===== config.mk =====
export PLATFORM = sky130hd
export DESIGN_NAME = ring_buffer_fifo_with_skip_flat
export DESIGN_NICKNAME = d
export VERILOG_FILES = /design/src/rbfs_pkg.sv /design/src/rbfs_in_if.sv /design/src/rbfs_out_if.sv /design/src/ring_buffer_fifo_with_skip.sv /design/src/flat_wrapper.sv
export SDC_FILE = /design/constraint.sdc
export NUM_CORES = 1
export LEC_CHECK = 0
export ABC_AREA = 1
export BUFFER_PORTS_ARGS = -buffer_cell sky130_fd_sc_hd__clkbuf_2
export CAP_MARGIN = 15
export CORE_ASPECT_RATIO = 1.1
export CORE_MARGIN = 2
export CORE_UTILIZATION = 38
export DETAILED_ROUTE_END_ITERATION = 7
export GPL_TIMING_DRIVEN = 1
export SYNTH_ARGS = -nofsm -noshare
export SYNTH_HDL_FRONTEND = slang
export SYNTH_SLANG_ARGS = --single-unit

===== constraint.sdc =====
create_clock -name clk -period 12.5 [get_ports clk]
set_input_delay 2.5 -clock clk [delete_from_list [all_inputs] [get_ports clk]]
set_output_delay 2.5 -clock clk [all_outputs]
set_load 0.01 [all_outputs]

===== src/rbfs_pkg.sv =====
`timescale 1ns / 1ps
// ----------------------------------------------------------------------------
// rbfs_pkg
// Shared types and constants for the ring buffer FIFO with skip.
// ----------------------------------------------------------------------------
package rbfs_pkg;

	localparam int DATA_W   = 32;
	localparam int OPCODE_W = 3;
	localparam int SKIP_W   = 5;
	localparam int CFG_W    = 5;
	localparam int COUNT_W  = 4;
	localparam int STATUS_W = 2;
	localparam int ARITH_W  = CFG_W + 1;

	localparam int DEPTH_DEFAULT = 16;
	localparam logic [CFG_W-1:0] CFG_RESET = CFG_W'(16);

	typedef enum logic [OPCODE_W-1:0] {
		OP_QUERY = 3'd0,
		OP_PUSH  = 3'd1,
		OP_POP   = 3'd2,
		OP_SKIP  = 3'd3,
		OP_CLEAR = 3'd4
	} opcode_t;

	typedef enum logic [STATUS_W-1:0] {
		ST_OK      = 2'd0,
		ST_FULL    = 2'd1,
		ST_EMPTY   = 2'd2,
		ST_CLAMPED = 2'd3
	} status_t;

endpackage


===== src/rbfs_in_if.sv =====
`timescale 1ns / 1ps
// ----------------------------------------------------------------------------
// rbfs_in_if
// Input channel: valid/ready handshake carrying one FIFO command.
// ----------------------------------------------------------------------------
interface rbfs_in_if;
	logic                             valid;
	logic                             ready;
	logic [rbfs_pkg::OPCODE_W-1:0]    opcode;
	logic [rbfs_pkg::DATA_W-1:0]      push_data;
	logic [rbfs_pkg::SKIP_W-1:0]      skip_count;

	modport source (output valid, output opcode, output push_data, output skip_count,
		input ready);
	modport sink (input valid, input opcode, input push_data, input skip_count,
		output ready);
endinterface


===== src/rbfs_out_if.sv =====
`timescale 1ns / 1ps
// ----------------------------------------------------------------------------
// rbfs_out_if
// Result channel: valid/ready handshake carrying head entry and occupancy.
// ----------------------------------------------------------------------------
interface rbfs_out_if;
	logic                             valid;
	logic                             ready;
	logic [rbfs_pkg::DATA_W-1:0]      head_data;
	logic [rbfs_pkg::COUNT_W-1:0]     fill_count;
	logic [rbfs_pkg::COUNT_W-1:0]     free_count;
	logic [rbfs_pkg::COUNT_W-1:0]     contiguous_count;
	logic                             is_empty;
	logic                             is_full;
	logic [rbfs_pkg::STATUS_W-1:0]    status;

	modport source (output valid, output head_data, output fill_count, output free_count,
		output contiguous_count, output is_empty, output is_full, output status,
		input ready);
	modport sink (input valid, input head_data, input fill_count, input free_count,
		input contiguous_count, input is_empty, input is_full, input status,
		output ready);
endinterface


===== src/ring_buffer_fifo_with_skip.sv =====
`timescale 1ns / 1ps
// ----------------------------------------------------------------------------
// ring_buffer_fifo_with_skip
// Ring buffer FIFO with query, push, pop, multi-entry skip and clear commands.
// ----------------------------------------------------------------------------
// One command is taken per clock unless the result side stalls, set by a single
// pass through the pointer arithmetic between the input register and the result
// register. A result passes through the input register, then the result
// register, before it is presented.
// The ring size is the configuration register, clamped to [2, min(DEPTH, 31)],
// with one slot kept empty; writing it clears both pointers. The head entry is
// held in a register refreshed from the store every cycle, with a bypass for a
// push into an empty ring. Results report the head entry before the command
// (zero when empty) and the occupancy after it.
module ring_buffer_fifo_with_skip #(
	parameter int DEPTH = rbfs_pkg::DEPTH_DEFAULT
) (
	input  logic                          clk,
	input  logic                          arst_n,
	input  logic                          cfg_wr_en,
	input  logic [rbfs_pkg::CFG_W-1:0]    cfg_wr_data,
	rbfs_in_if.sink                       item,
	rbfs_out_if.source                    result
);
	import rbfs_pkg::*;

	localparam int RING_MAX = (DEPTH < 31) ? DEPTH : 31;
	localparam int PTR_W    = $clog2(RING_MAX);
	localparam logic [ARITH_W-1:0] RING_MAX_A = ARITH_W'(RING_MAX);
	localparam logic [ARITH_W-1:0] RING_MIN_A = ARITH_W'(2);

	logic [CFG_W-1:0]     cfg_q;
	logic [PTR_W-1:0]     rd_q;
	logic [PTR_W-1:0]     wr_q;
	logic [DATA_W-1:0]    mem [RING_MAX];
	logic [DATA_W-1:0]    head_q;

	logic                 v_s1;
	logic [OPCODE_W-1:0]  opcode_s1;
	logic [DATA_W-1:0]    push_data_s1;
	logic [SKIP_W-1:0]    skip_count_s1;

	logic                 v_s2;
	logic [DATA_W-1:0]    head_s2;
	logic [COUNT_W-1:0]   fill_s2;
	logic [COUNT_W-1:0]   free_s2;
	logic [COUNT_W-1:0]   cont_s2;
	logic                 empty_s2;
	logic                 full_s2;
	status_t              status_s2;

	logic                 fire;
	logic                 push_ok;
	logic [ARITH_W-1:0]   n_c;
	logic [ARITH_W-1:0]   cfg_e;
	logic [ARITH_W-1:0]   rd_e;
	logic [ARITH_W-1:0]   wr_e;
	logic [ARITH_W-1:0]   cnt_pre;
	logic [ARITH_W-1:0]   rd_inc;
	logic [ARITH_W-1:0]   wr_inc;
	logic [ARITH_W-1:0]   skip_e;
	logic [ARITH_W-1:0]   skip_amt;
	logic [ARITH_W-1:0]   rd_skip;
	logic [ARITH_W-1:0]   rd_nx;
	logic [ARITH_W-1:0]   wr_nx;
	logic [ARITH_W-1:0]   cnt_post;
	logic [ARITH_W-1:0]   free_post;
	logic [ARITH_W-1:0]   cont_post;
	logic [PTR_W-1:0]     rd_rd_addr;
	status_t              status_c;

	assign fire       = v_s1 && (!v_s2 || result.ready);
	assign item.ready = !v_s1 || fire;

	// ring size and pre-step occupancy
	assign cfg_e = ARITH_W'(cfg_q);
	always_comb begin
		priority if (cfg_e < RING_MIN_A) begin
			n_c = RING_MIN_A;
		end else if (cfg_e > RING_MAX_A) begin
			n_c = RING_MAX_A;
		end else begin
			n_c = cfg_e;
		end
	end

	assign rd_e    = ARITH_W'(rd_q);
	assign wr_e    = ARITH_W'(wr_q);
	assign cnt_pre = (wr_e >= rd_e) ? (wr_e - rd_e) : (wr_e + n_c - rd_e);

	assign rd_inc   = ((rd_e + ARITH_W'(1)) == n_c) ? '0 : (rd_e + ARITH_W'(1));
	assign wr_inc   = ((wr_e + ARITH_W'(1)) == n_c) ? '0 : (wr_e + ARITH_W'(1));
	assign skip_e   = ARITH_W'(skip_count_s1);
	assign skip_amt = (skip_e > cnt_pre) ? cnt_pre : skip_e;
	assign rd_skip  = ((rd_e + skip_amt) >= n_c) ? (rd_e + skip_amt - n_c)
		: (rd_e + skip_amt);

	always_comb begin
		rd_nx    = rd_e;
		wr_nx    = wr_e;
		push_ok  = 1'b0;
		status_c = ST_OK;
		if (fire) begin
			unique case (opcode_s1)
				OP_PUSH: begin
					if (cnt_pre == n_c - ARITH_W'(1)) begin
						status_c = ST_FULL;
					end else begin
						push_ok = 1'b1;
						wr_nx   = wr_inc;
					end
				end
				OP_POP: begin
					if (cnt_pre == '0) begin
						status_c = ST_EMPTY;
					end else begin
						rd_nx = rd_inc;
					end
				end
				OP_SKIP: begin
					if (skip_e > cnt_pre) begin
						status_c = ST_CLAMPED;
					end
					rd_nx = rd_skip;
				end
				OP_CLEAR: begin
					rd_nx = '0;
					wr_nx = '0;
				end
				default: begin
				end
			endcase
		end
	end

	// post-step figures
	assign cnt_post  = (wr_nx >= rd_nx) ? (wr_nx - rd_nx) : (wr_nx + n_c - rd_nx);
	assign free_post = n_c - ARITH_W'(1) - cnt_post;
	always_comb begin
		priority if (wr_nx < rd_nx) begin
			cont_post = n_c - rd_nx;
		end else if (wr_nx > rd_nx) begin
			cont_post = wr_nx - rd_nx;
		end else begin
			cont_post = '0;
		end
	end

	// control state
	always_ff @(posedge clk or negedge arst_n) begin
		if (!arst_n) begin
			cfg_q <= CFG_RESET;
			rd_q  <= '0;
			wr_q  <= '0;
			v_s1  <= 1'b0;
			v_s2  <= 1'b0;
		end else begin
			if (cfg_wr_en) begin
				cfg_q <= cfg_wr_data;
				rd_q  <= '0;
				wr_q  <= '0;
			end else begin
				rd_q <= rd_nx[PTR_W-1:0];
				wr_q <= wr_nx[PTR_W-1:0];
			end
			if (item.ready) begin
				v_s1 <= item.valid;
			end
			if (fire) begin
				v_s2 <= 1'b1;
			end else if (result.ready) begin
				v_s2 <= 1'b0;
			end
		end
	end

	// input register
	always_ff @(posedge clk) begin
		if (item.valid && item.ready) begin
			opcode_s1     <= item.opcode;
			push_data_s1  <= item.push_data;
			skip_count_s1 <= item.skip_count;
		end
	end

	// entry store and head register
	assign rd_rd_addr = cfg_wr_en ? '0 : rd_nx[PTR_W-1:0];

	always_ff @(posedge clk) begin
		if (push_ok) begin
			mem[wr_q] <= push_data_s1;
		end
	end

	always_ff @(posedge clk) begin
		if (push_ok && (wr_q == rd_rd_addr)) begin
			head_q <= push_data_s1;
		end else begin
			head_q <= mem[rd_rd_addr];
		end
	end

	// result register
	always_ff @(posedge clk) begin
		if (fire) begin
			head_s2   <= (cnt_pre != '0) ? head_q : '0;
			fill_s2   <= cnt_post[COUNT_W-1:0];
			free_s2   <= free_post[COUNT_W-1:0];
			cont_s2   <= cont_post[COUNT_W-1:0];
			empty_s2  <= (cnt_post == '0);
			full_s2   <= (cnt_post == n_c - ARITH_W'(1));
			status_s2 <= status_c;
		end
	end

	assign result.valid            = v_s2;
	assign result.head_data        = head_s2;
	assign result.fill_count       = fill_s2;
	assign result.free_count       = free_s2;
	assign result.contiguous_count = cont_s2;
	assign result.is_empty         = empty_s2;
	assign result.is_full          = full_s2;
	assign result.status           = status_s2;

`ifndef NO_ASSERTIONS
	a_ptr_in_ring: assert property (@(posedge clk) disable iff (!arst_n)
		(rd_e < n_c) && (wr_e < n_c))
		else $error("pointer outside ring");

	a_not_empty_and_full: assert property (@(posedge clk) disable iff (!arst_n)
		result.valid |-> !(result.is_empty && result.is_full))
		else $error("result both empty and full");

	a_empty_no_run: assert property (@(posedge clk) disable iff (!arst_n)
		(result.valid && result.is_empty) |-> (result.contiguous_count == '0))
		else $error("empty ring reports readable run");

	a_push_moves_tail: assert property (@(posedge clk) disable iff (!arst_n)
		(push_ok && !cfg_wr_en) |=> (rd_q != wr_q))
		else $error("accepted push left ring empty");
`endif

endmodule

===== src/flat_wrapper.sv =====
// flat-port wrapper written by rule: the top's interface ports become plain ports
module ring_buffer_fifo_with_skip_flat import rbfs_pkg::*;
#(
	parameter int DEPTH = rbfs_pkg::DEPTH_DEFAULT
)
  (clk, arst_n, cfg_wr_en, cfg_wr_data, item_valid, item_opcode, item_push_data, item_skip_count, item_ready, result_valid, result_head_data, result_fill_count, result_free_count, result_contiguous_count, result_is_empty, result_is_full, result_status, result_ready);
  rbfs_in_if item_i ();
  rbfs_out_if result_i ();
  input  logic clk;
  input  logic arst_n;
  input  logic cfg_wr_en;
  input  logic [rbfs_pkg::CFG_W-1:0] cfg_wr_data;
  input wire logic [$bits(item_i.valid)-1:0] item_valid;
  input wire logic [$bits(item_i.opcode)-1:0] item_opcode;
  input wire logic [$bits(item_i.push_data)-1:0] item_push_data;
  input wire logic [$bits(item_i.skip_count)-1:0] item_skip_count;
  output wire logic [$bits(item_i.ready)-1:0] item_ready;
  output wire logic [$bits(result_i.valid)-1:0] result_valid;
  output wire logic [$bits(result_i.head_data)-1:0] result_head_data;
  output wire logic [$bits(result_i.fill_count)-1:0] result_fill_count;
  output wire logic [$bits(result_i.free_count)-1:0] result_free_count;
  output wire logic [$bits(result_i.contiguous_count)-1:0] result_contiguous_count;
  output wire logic [$bits(result_i.is_empty)-1:0] result_is_empty;
  output wire logic [$bits(result_i.is_full)-1:0] result_is_full;
  output wire logic [$bits(result_i.status)-1:0] result_status;
  input wire logic [$bits(result_i.ready)-1:0] result_ready;
  assign item_i.valid = item_valid;
  assign item_i.opcode = item_opcode;
  assign item_i.push_data = item_push_data;
  assign item_i.skip_count = item_skip_count;
  assign item_ready = item_i.ready;
  assign result_valid = result_i.valid;
  assign result_head_data = result_i.head_data;
  assign result_fill_count = result_i.fill_count;
  assign result_free_count = result_i.free_count;
  assign result_contiguous_count = result_i.contiguous_count;
  assign result_is_empty = result_i.is_empty;
  assign result_is_full = result_i.is_full;
  assign result_status = result_i.status;
  assign result_i.ready = result_ready;
  ring_buffer_fifo_with_skip #(.DEPTH(DEPTH)) u_core (.clk(clk), .arst_n(arst_n), .cfg_wr_en(cfg_wr_en), .cfg_wr_data(cfg_wr_data), .item(item_i), .result(result_i));
endmodule

# After elaboration in Yosys (flattened, before gate mapping)

Memories as Yosys holds them, arrays and structs flattened. A register that Yosys moved wholly into a read port is not among the register bits.
Index checks and enable logic that the tools add are counted.

Input bits: 50
Bits in latches: 0
Output and inout bits: 50
Memories: 1
Register bits after elaboration: 103
Bits in read-only memories: 0
Bits in writable memories: 512

Memory list:

| name       | depth | width | read ports | clocked after Yosys merged registers in | write ports | line                             | text |
|---|---|---|---|---|---|---|---|
| u_core.mem | 16    | 32    | 1          | 1                                       | 1           | ring_buffer_fifo_with_skip.sv:35 | `logic [DATA_W-1:0] mem [RING_MAX];` |

Divide/modulo/power cells: 0
Reduce and logical (&&, ||, !) cells: 10
Eq/ne operators: 8
$add $sub $neg: 13
Order comparisons: 8
Mux-type cells: 29
Multiply operators: 0
Bitwise gates (word level): 0
Shifts and indexed selects: 0

Operator list:

| cell                  | count |
|---|---|
| $mux W6               | 10 |
| $pmux W6 S3           | 1 |
| $mux W4               | 4 |
| $eq A6 B6 Y1          | 2 |
| $logic_not A6 Y1      | 2 |
| $pmux W6 S2           | 1 |
| $sub A6 B6 Y6         | 2 |
| $add A4 B1 Y5 const B | 2 |
| $eq A5 B5 Y1          | 2 |
| $mux W5               | 2 |
| $mux W1               | 8 |
| $sub A4 B4 Y4         | 2 |
| $add A4 B5 Y6         | 1 |
| $add A4 B6 Y6         | 1 |
| $add A6 B5 Y6         | 1 |
| $eq A3 B2 Y1 const B  | 2 |
| $ge A6 B5 Y1          | 1 |
| $ge A6 B6 Y1          | 1 |
| $gt A5 B6 Y1          | 1 |
| $gt A6 B6 Y1          | 1 |
| $lt A6 B6 Y1          | 1 |
| $pmux W2 S3           | 1 |
| $reduce_bool A6 Y1    | 1 |
| $sub A5 B1 Y6 const B | 1 |
| 13 further kinds      | 17 |

# Depth between registers and ports, before layout

Word-level depth: 16
Depth in mapped cells: 56
Mapped depth without buffers: 55

# Worst setup path after synthesis

No wires, ideal clock.

Path type: reg2reg
Start: reg u_core.cfg_q[4]
End: reg u_core.free_s2[3], in the netlist u_core.result.free_count[3] (data pin)
Library setup time: 0.252 ns
Data required time: 12.248 ns
Cell stages (with the launch flop): 53
Period minus slack after synthesis: 8.834 ns
Slack: 3.666 ns
Data arrival time: 8.582 ns
Path through: dfstp_2 -> buf_2 -> clkinv_1 -> o21ai_0 -> inv_1 -> fa_1 -> fa_1 -> a21oi_1 -> o21ai_0 -> xor2_1 -> nand2_1 -> o21ai_1 -> ha_1 -> nand2_2 -> inv_1 -> a21oi_2 -> nand2_2 -> nand2_2 -> [... 17 more ...] -> ha_1 -> inv_1 -> fa_1 -> nand3_1 -> nand2_1 -> nand2_1 -> nand3_1 -> nand2_8 -> nand2_1 -> o21ai_0 -> inv_1 -> ha_1 -> nand4_1 -> nand2_1 -> inv_1 -> nand2_1 -> nand2_1 -> nand2_1

Word-level cells in the longest chain between the ends: 16
Elaborated cells between the ends (all ways): 32
Classes of those cells: add/sub: 9; order compare: 5; eq/ne: 3; mux: 14; reduce/logical: 1

RTL lines:

| item                                                 | line                              | text |
|---|---|---|
| from (decl)                                          | ring_buffer_fifo_with_skip.sv:32  | `logic [CFG_W-1:0] cfg_q;` |
| from (signal assigned)                               | ring_buffer_fifo_with_skip.sv:159 | `cfg_q <= cfg_wr_data;` |
| $gt A5 B5 Y1                                         | ring_buffer_fifo_with_skip.sv:80  | `end else if (cfg_e > RING_MAX_A) begin` |
| $mux W5                                              | ring_buffer_fifo_with_skip.sv:80  |  |
| $mux W5 (*)                                          | ring_buffer_fifo_with_skip.sv:78  | `priority if (cfg_e < RING_MIN_A) begin` |
| $add A4 B5 Y6                                        | ring_buffer_fifo_with_skip.sv:89  | `assign cnt_pre = (wr_e >= rd_e) ? (wr_e - rd_e) : (wr_e + n_c - rd_e);` |
| $sub A6 B4 Y6                                        | ring_buffer_fifo_with_skip.sv:89  |  |
| $mux W6                                              | ring_buffer_fifo_with_skip.sv:89  |  |
| $gt A5 B6 Y1                                         | ring_buffer_fifo_with_skip.sv:94  | `assign skip_amt = (skip_e > cnt_pre) ? cnt_pre : skip_e;` |
| $mux W6                                              | ring_buffer_fifo_with_skip.sv:94  |  |
| [... 2 more ...]                                     | --                                |  |
| $mux W6                                              | ring_buffer_fifo_with_skip.sv:95  | `assign rd_skip = ((rd_e + skip_amt) >= n_c) ? (rd_e + skip_amt - n_c)` |
| $pmux W6 S3                                          | ring_buffer_fifo_with_skip.sv:104 | `unique case (opcode_s1)` |
| $mux W6                                              | ring_buffer_fifo_with_skip.sv:103 | `if (fire) begin` |
| $sub A6 B6 Y6 / $ge A6 B6 Y1 (equally long branches) | ring_buffer_fifo_with_skip.sv:137 | `assign cnt_post = (wr_nx >= rd_nx) ? (wr_nx - rd_nx) : (wr_nx + n_c - rd_nx);` |
| $mux W6 (*)                                          | ring_buffer_fifo_with_skip.sv:137 |  |
| named net u_core.cnt_post[2]                         | ring_buffer_fifo_with_skip.sv:66  | `logic [ARITH_W-1:0] cnt_post;` |
| $sub A4 B4 Y4 (*)                                    | ring_buffer_fifo_with_skip.sv:138 | `assign free_post = n_c - ARITH_W'(1) - cnt_post;` |
| named net u_core.free_post[3]                        | ring_buffer_fifo_with_skip.sv:67  | `logic [ARITH_W-1:0] free_post;` |
| to (signal assigned)                                 | ring_buffer_fifo_with_skip.sv:208 | `free_s2 <= free_post[COUNT_W-1:0];` |
| to (decl)                                            | ring_buffer_fifo_with_skip.sv:46  | `logic [COUNT_W-1:0] free_s2;` |

The timed path passes the listed nets; every way through them passes the cells marked *.
A chain may end at the register's enable or synchronous reset.

# Worst setup path in the final report

Same ends and word-level chain as after synthesis.

==> flow_metrics.env <==
export IMPL_slew_viol_final=0
export IMPL_cts_sinks=619
export IMPL_hold_buffers=0
export IMPL_h_tree_depth=2
export IMPL_worst_pin_slew_ns=1.14
export IMPL_synth_area_per_cell_um2=12.9
export IMPL_cts_root_buf="clkbuf_16"
export IMPL_end_kind="flop"
export IMPL_rsz0062_at_grt="false"
export IMPL_grt_pass1_wl_mm=101
export IMPL_stdcell_area_um2=29400
export IMPL_syn_inst=2012
export IMPL_ys_seq_area_share_pct=71.3
export IMPL_layout_setup_ws_ns=2.78
export IMPL_final_layout_size_suffix_gt1_share_pct=13.1
export IMPL_path_common_cell="nand2_1"
export IMPL_whs_ns=0.537
export IMPL_worstSetupPathType="reg -> reg"
export IMPL_synthArstFlopShare_pct=2.42
export IMPL_dpl_instance_area_um2=27400
export IMPL_p_leak_nw=10.2
export IMPL_wl_per_cell_um=22.5
export IMPL_finalSetupViolations=0
export IMPL_port_buffers=99
export IMPL_dr_first_iter_drc_count=1675
export IMPL_final_net_count=2203
export IMPL_layout_common_cells="edfxtp_1 (600), nor2_1 (329), o21ai_0 (305), clkbuf_2 (99), nand2_1 (97)"
export IMPL_ant_nets=0
export IMPL_cts_made_buffers=61
export IMPL_synth_edff_count=600
export IMPL_post_cts_resized=0
export IMPL_n_fill_cell=6090
export IMPL_coreArea_um2=67600
export IMPL_finalWeightedCongestion=0.894
export IMPL_crit_slowest_cell="dfstp_2"
export IMPL_grt_pass1_vias=16600
export IMPL_antenna_found_initial=0
export IMPL_crit_fanout=10
export IMPL_required_ns=12.88
export IMPL_fin_crit_sh_pct=77.8
export IMPL_pre_cts_slack_ns=2.80
export IMPL_cpPeakStageDelay_ns=0.63
export IMPL_grt_start_max_net_pins=154
export IMPL_syn_nets=2121
export IMPL_fmax_mhz=103
export IMPL_final_common_cell="edfxtp_1"
export IMPL_maxCapViolCount=0
export IMPL_routed_wl_mm=67.7
export IMPL_finalHoldViolCount=0
export IMPL_grt_overflow=0
export IMPL_startpoint_type="flop"
export IMPL_die_width_um=253
export IMPL_firstDrtPassIters=7
export IMPL_cts_buffer_depth=3
export IMPL_diodes=0
export IMPL_hpwl_mm=34.1
export IMPL_status="completed"
export IMPL_ir_drop_v=0.000134
export IMPL_yosysWarnings=0
export IMPL_initial_core_util_pct=38.4
export IMPL_synth_seq_cells=619
export IMPL_synth_flop_cell="edfxtp_1"
export IMPL_period_minus_slack_ns=9.72
export IMPL_ios=100
export IMPL_syn_area_um2=25900
export IMPL_setup_tns_final_ns=0
export IMPL_r2r_worst_path_cells=51
export IMPL_gr_usage_all_layers_pct=19.0
export IMPL_cp_arrival_ns=10.10
export IMPL_slew_headroom_pct=23.9
export IMPL_detail_route_vias_per_cell=5.55
export IMPL_p_per_area_nw_per_um2=174
export IMPL_post_cts_buffers=0
export IMPL_ys_types=52
export IMPL_die_area_um2=70300
export IMPL_min_path_cells=2
export IMPL_min_path_type="reg -> reg"
export IMPL_area_growth_pct=13.3
export IMPL_finalClockSkew_ns=0.0234
export IMPL_die_h_um=278
export IMPL_rows=100
export IMPL_cts_tree="done"
export IMPL_clk_latency_ns=0.64
export IMPL_vias=16700
export IMPL_drc=0
export IMPL_path_clk_slew_ns=0.07
## per-stage QoR
stage                     std cells  power (mW)  utilization [%]
after floorplan                2012        3.08                -
after global placement         2898        3.36             40.6
after detailed placement       2898        3.37             40.6
after CTS                      3011        5.15             43.5
after global routing           3011        5.34             43.5
final                          3011        5.11             43.5
## routing by layer
layer  track usage (%)  share of wire (%)  routed length [µm]
met1              25.6                 42               28700
met2              31.8                 49               32900
met3              2.94                6.7                4510
met4              5.33                2.4                1620
met5                 0                  0                   0
## final cells by class
type | count | area (µm²) | share of cell area, %
Inverter | 105 | 400 | 1.36
Multi-Input combinational cell | 1177 | 6740 | 22.9
Clock inverter | 37 | 329 | 1.12
Clock buffer | 76 | 1600 | 5.46
Tap cell | 867 | 1080 | 3.69
Sequential cell | 619 | 18500 | 62.9
Timing Repair Buffer | 130 | 728 | 2.48
## state kept, by name, summed over array words and instances, names as in the netlist, 2 cells and up, named ones only
name / count
u_core.skip_count_s1: 5
u_core.cfg_q: 5
u_core.push_data_s1: 32
u_core.wr_q: 4
u_core.result.contiguous_count: 4
u_core.result.free_count: 4
u_core.opcode_s1: 3
u_core.result.status: 2
u_core.rd_q: 4
u_core.result.fill_count: 4
u_core.result.head_data: 32
u_core.mem: 512
## report_power, final
group / internal, mW / switching, mW
combinational: 0.295 / 0.597
clock: 0.993 / 0.784
sequential: 2.38 / 0.0646
## worst max-delay path: cells and delay by family, from the launching register on
kind,cells,cell delay (ns)
AO/OA/AOI/OAI,10,2.03
XOR/XNOR,1,0.15
adder cells (fa/ha/maj),9,3.28
buffers and inverters,12,1.38
flip-flops,1,0.63
AND/OR/NAND/NOR,19,1.96
## synthesized netlist by cell type, types with 3 or more instances
library cell	instances	area, µm²
a21oi_1	52	260
a21oi_2	5	43.8
a31oi_1	4	25.0
clkbuf_1	108	405
dfrtp_1	14	350
dfxtp_1	4	80.1
edfxtp_1	600	18000
fa_1	14	280
ha_1	45	563
inv_1	100	375
inv_2	3	11.3
nand2_1	97	364
nand2_2	16	100
nand2_4	4	45.0
nand3_1	79	395
nand3_2	3	30.0
nand4_1	4	25.0
nor2_1	342	1280
nor3_1	6	30.0
nor4_1	3	18.8
o211ai_1	4	30.0
o21ai_0	305	1530
o21ai_1	6	30.0
o221ai_1	94	823
o22ai_1	38	238
xnor2_1	5	43.8
xor2_1	23	201
## cells by family (layout without fill, tap and decap cells)
family / Yosys count / in the layout / share of synthesized area, %
flip-flops: 619 / 619 / 71.3
AO/OA/AOI/OAI: 522 / 522 / 12.0
adder cells (fa/ha/maj): 59 / 59 / 3.25
XOR/XNOR: 29 / 29 / 1.01
multiplexers: 1 / 1 / 0.0435
buffers and inverters: 216 / 348 / 3.13
AND/OR/NAND/NOR: 566 / 566 / 9.26
## path summary, 6_finish.rpt
check / startpoint / end / slack (ns)
max in group asynchronous: arst_n / u_core.cfg_q[4] / 10.38
min in group asynchronous: arst_n / u_core.cfg_q[0] / 1.79
worst max-delay path: u_core.cfg_q[4] / u_core.result.free_count[3] / 2.78
worst min-delay path: u_core.result.valid / u_core.result.valid / 0.54
worst min register to register: u_core.result.valid / u_core.result.valid / 0.54
worst max register to register: u_core.cfg_q[4] / u_core.result.free_count[3] / 2.78
Power figures use the tool's default switching activity.
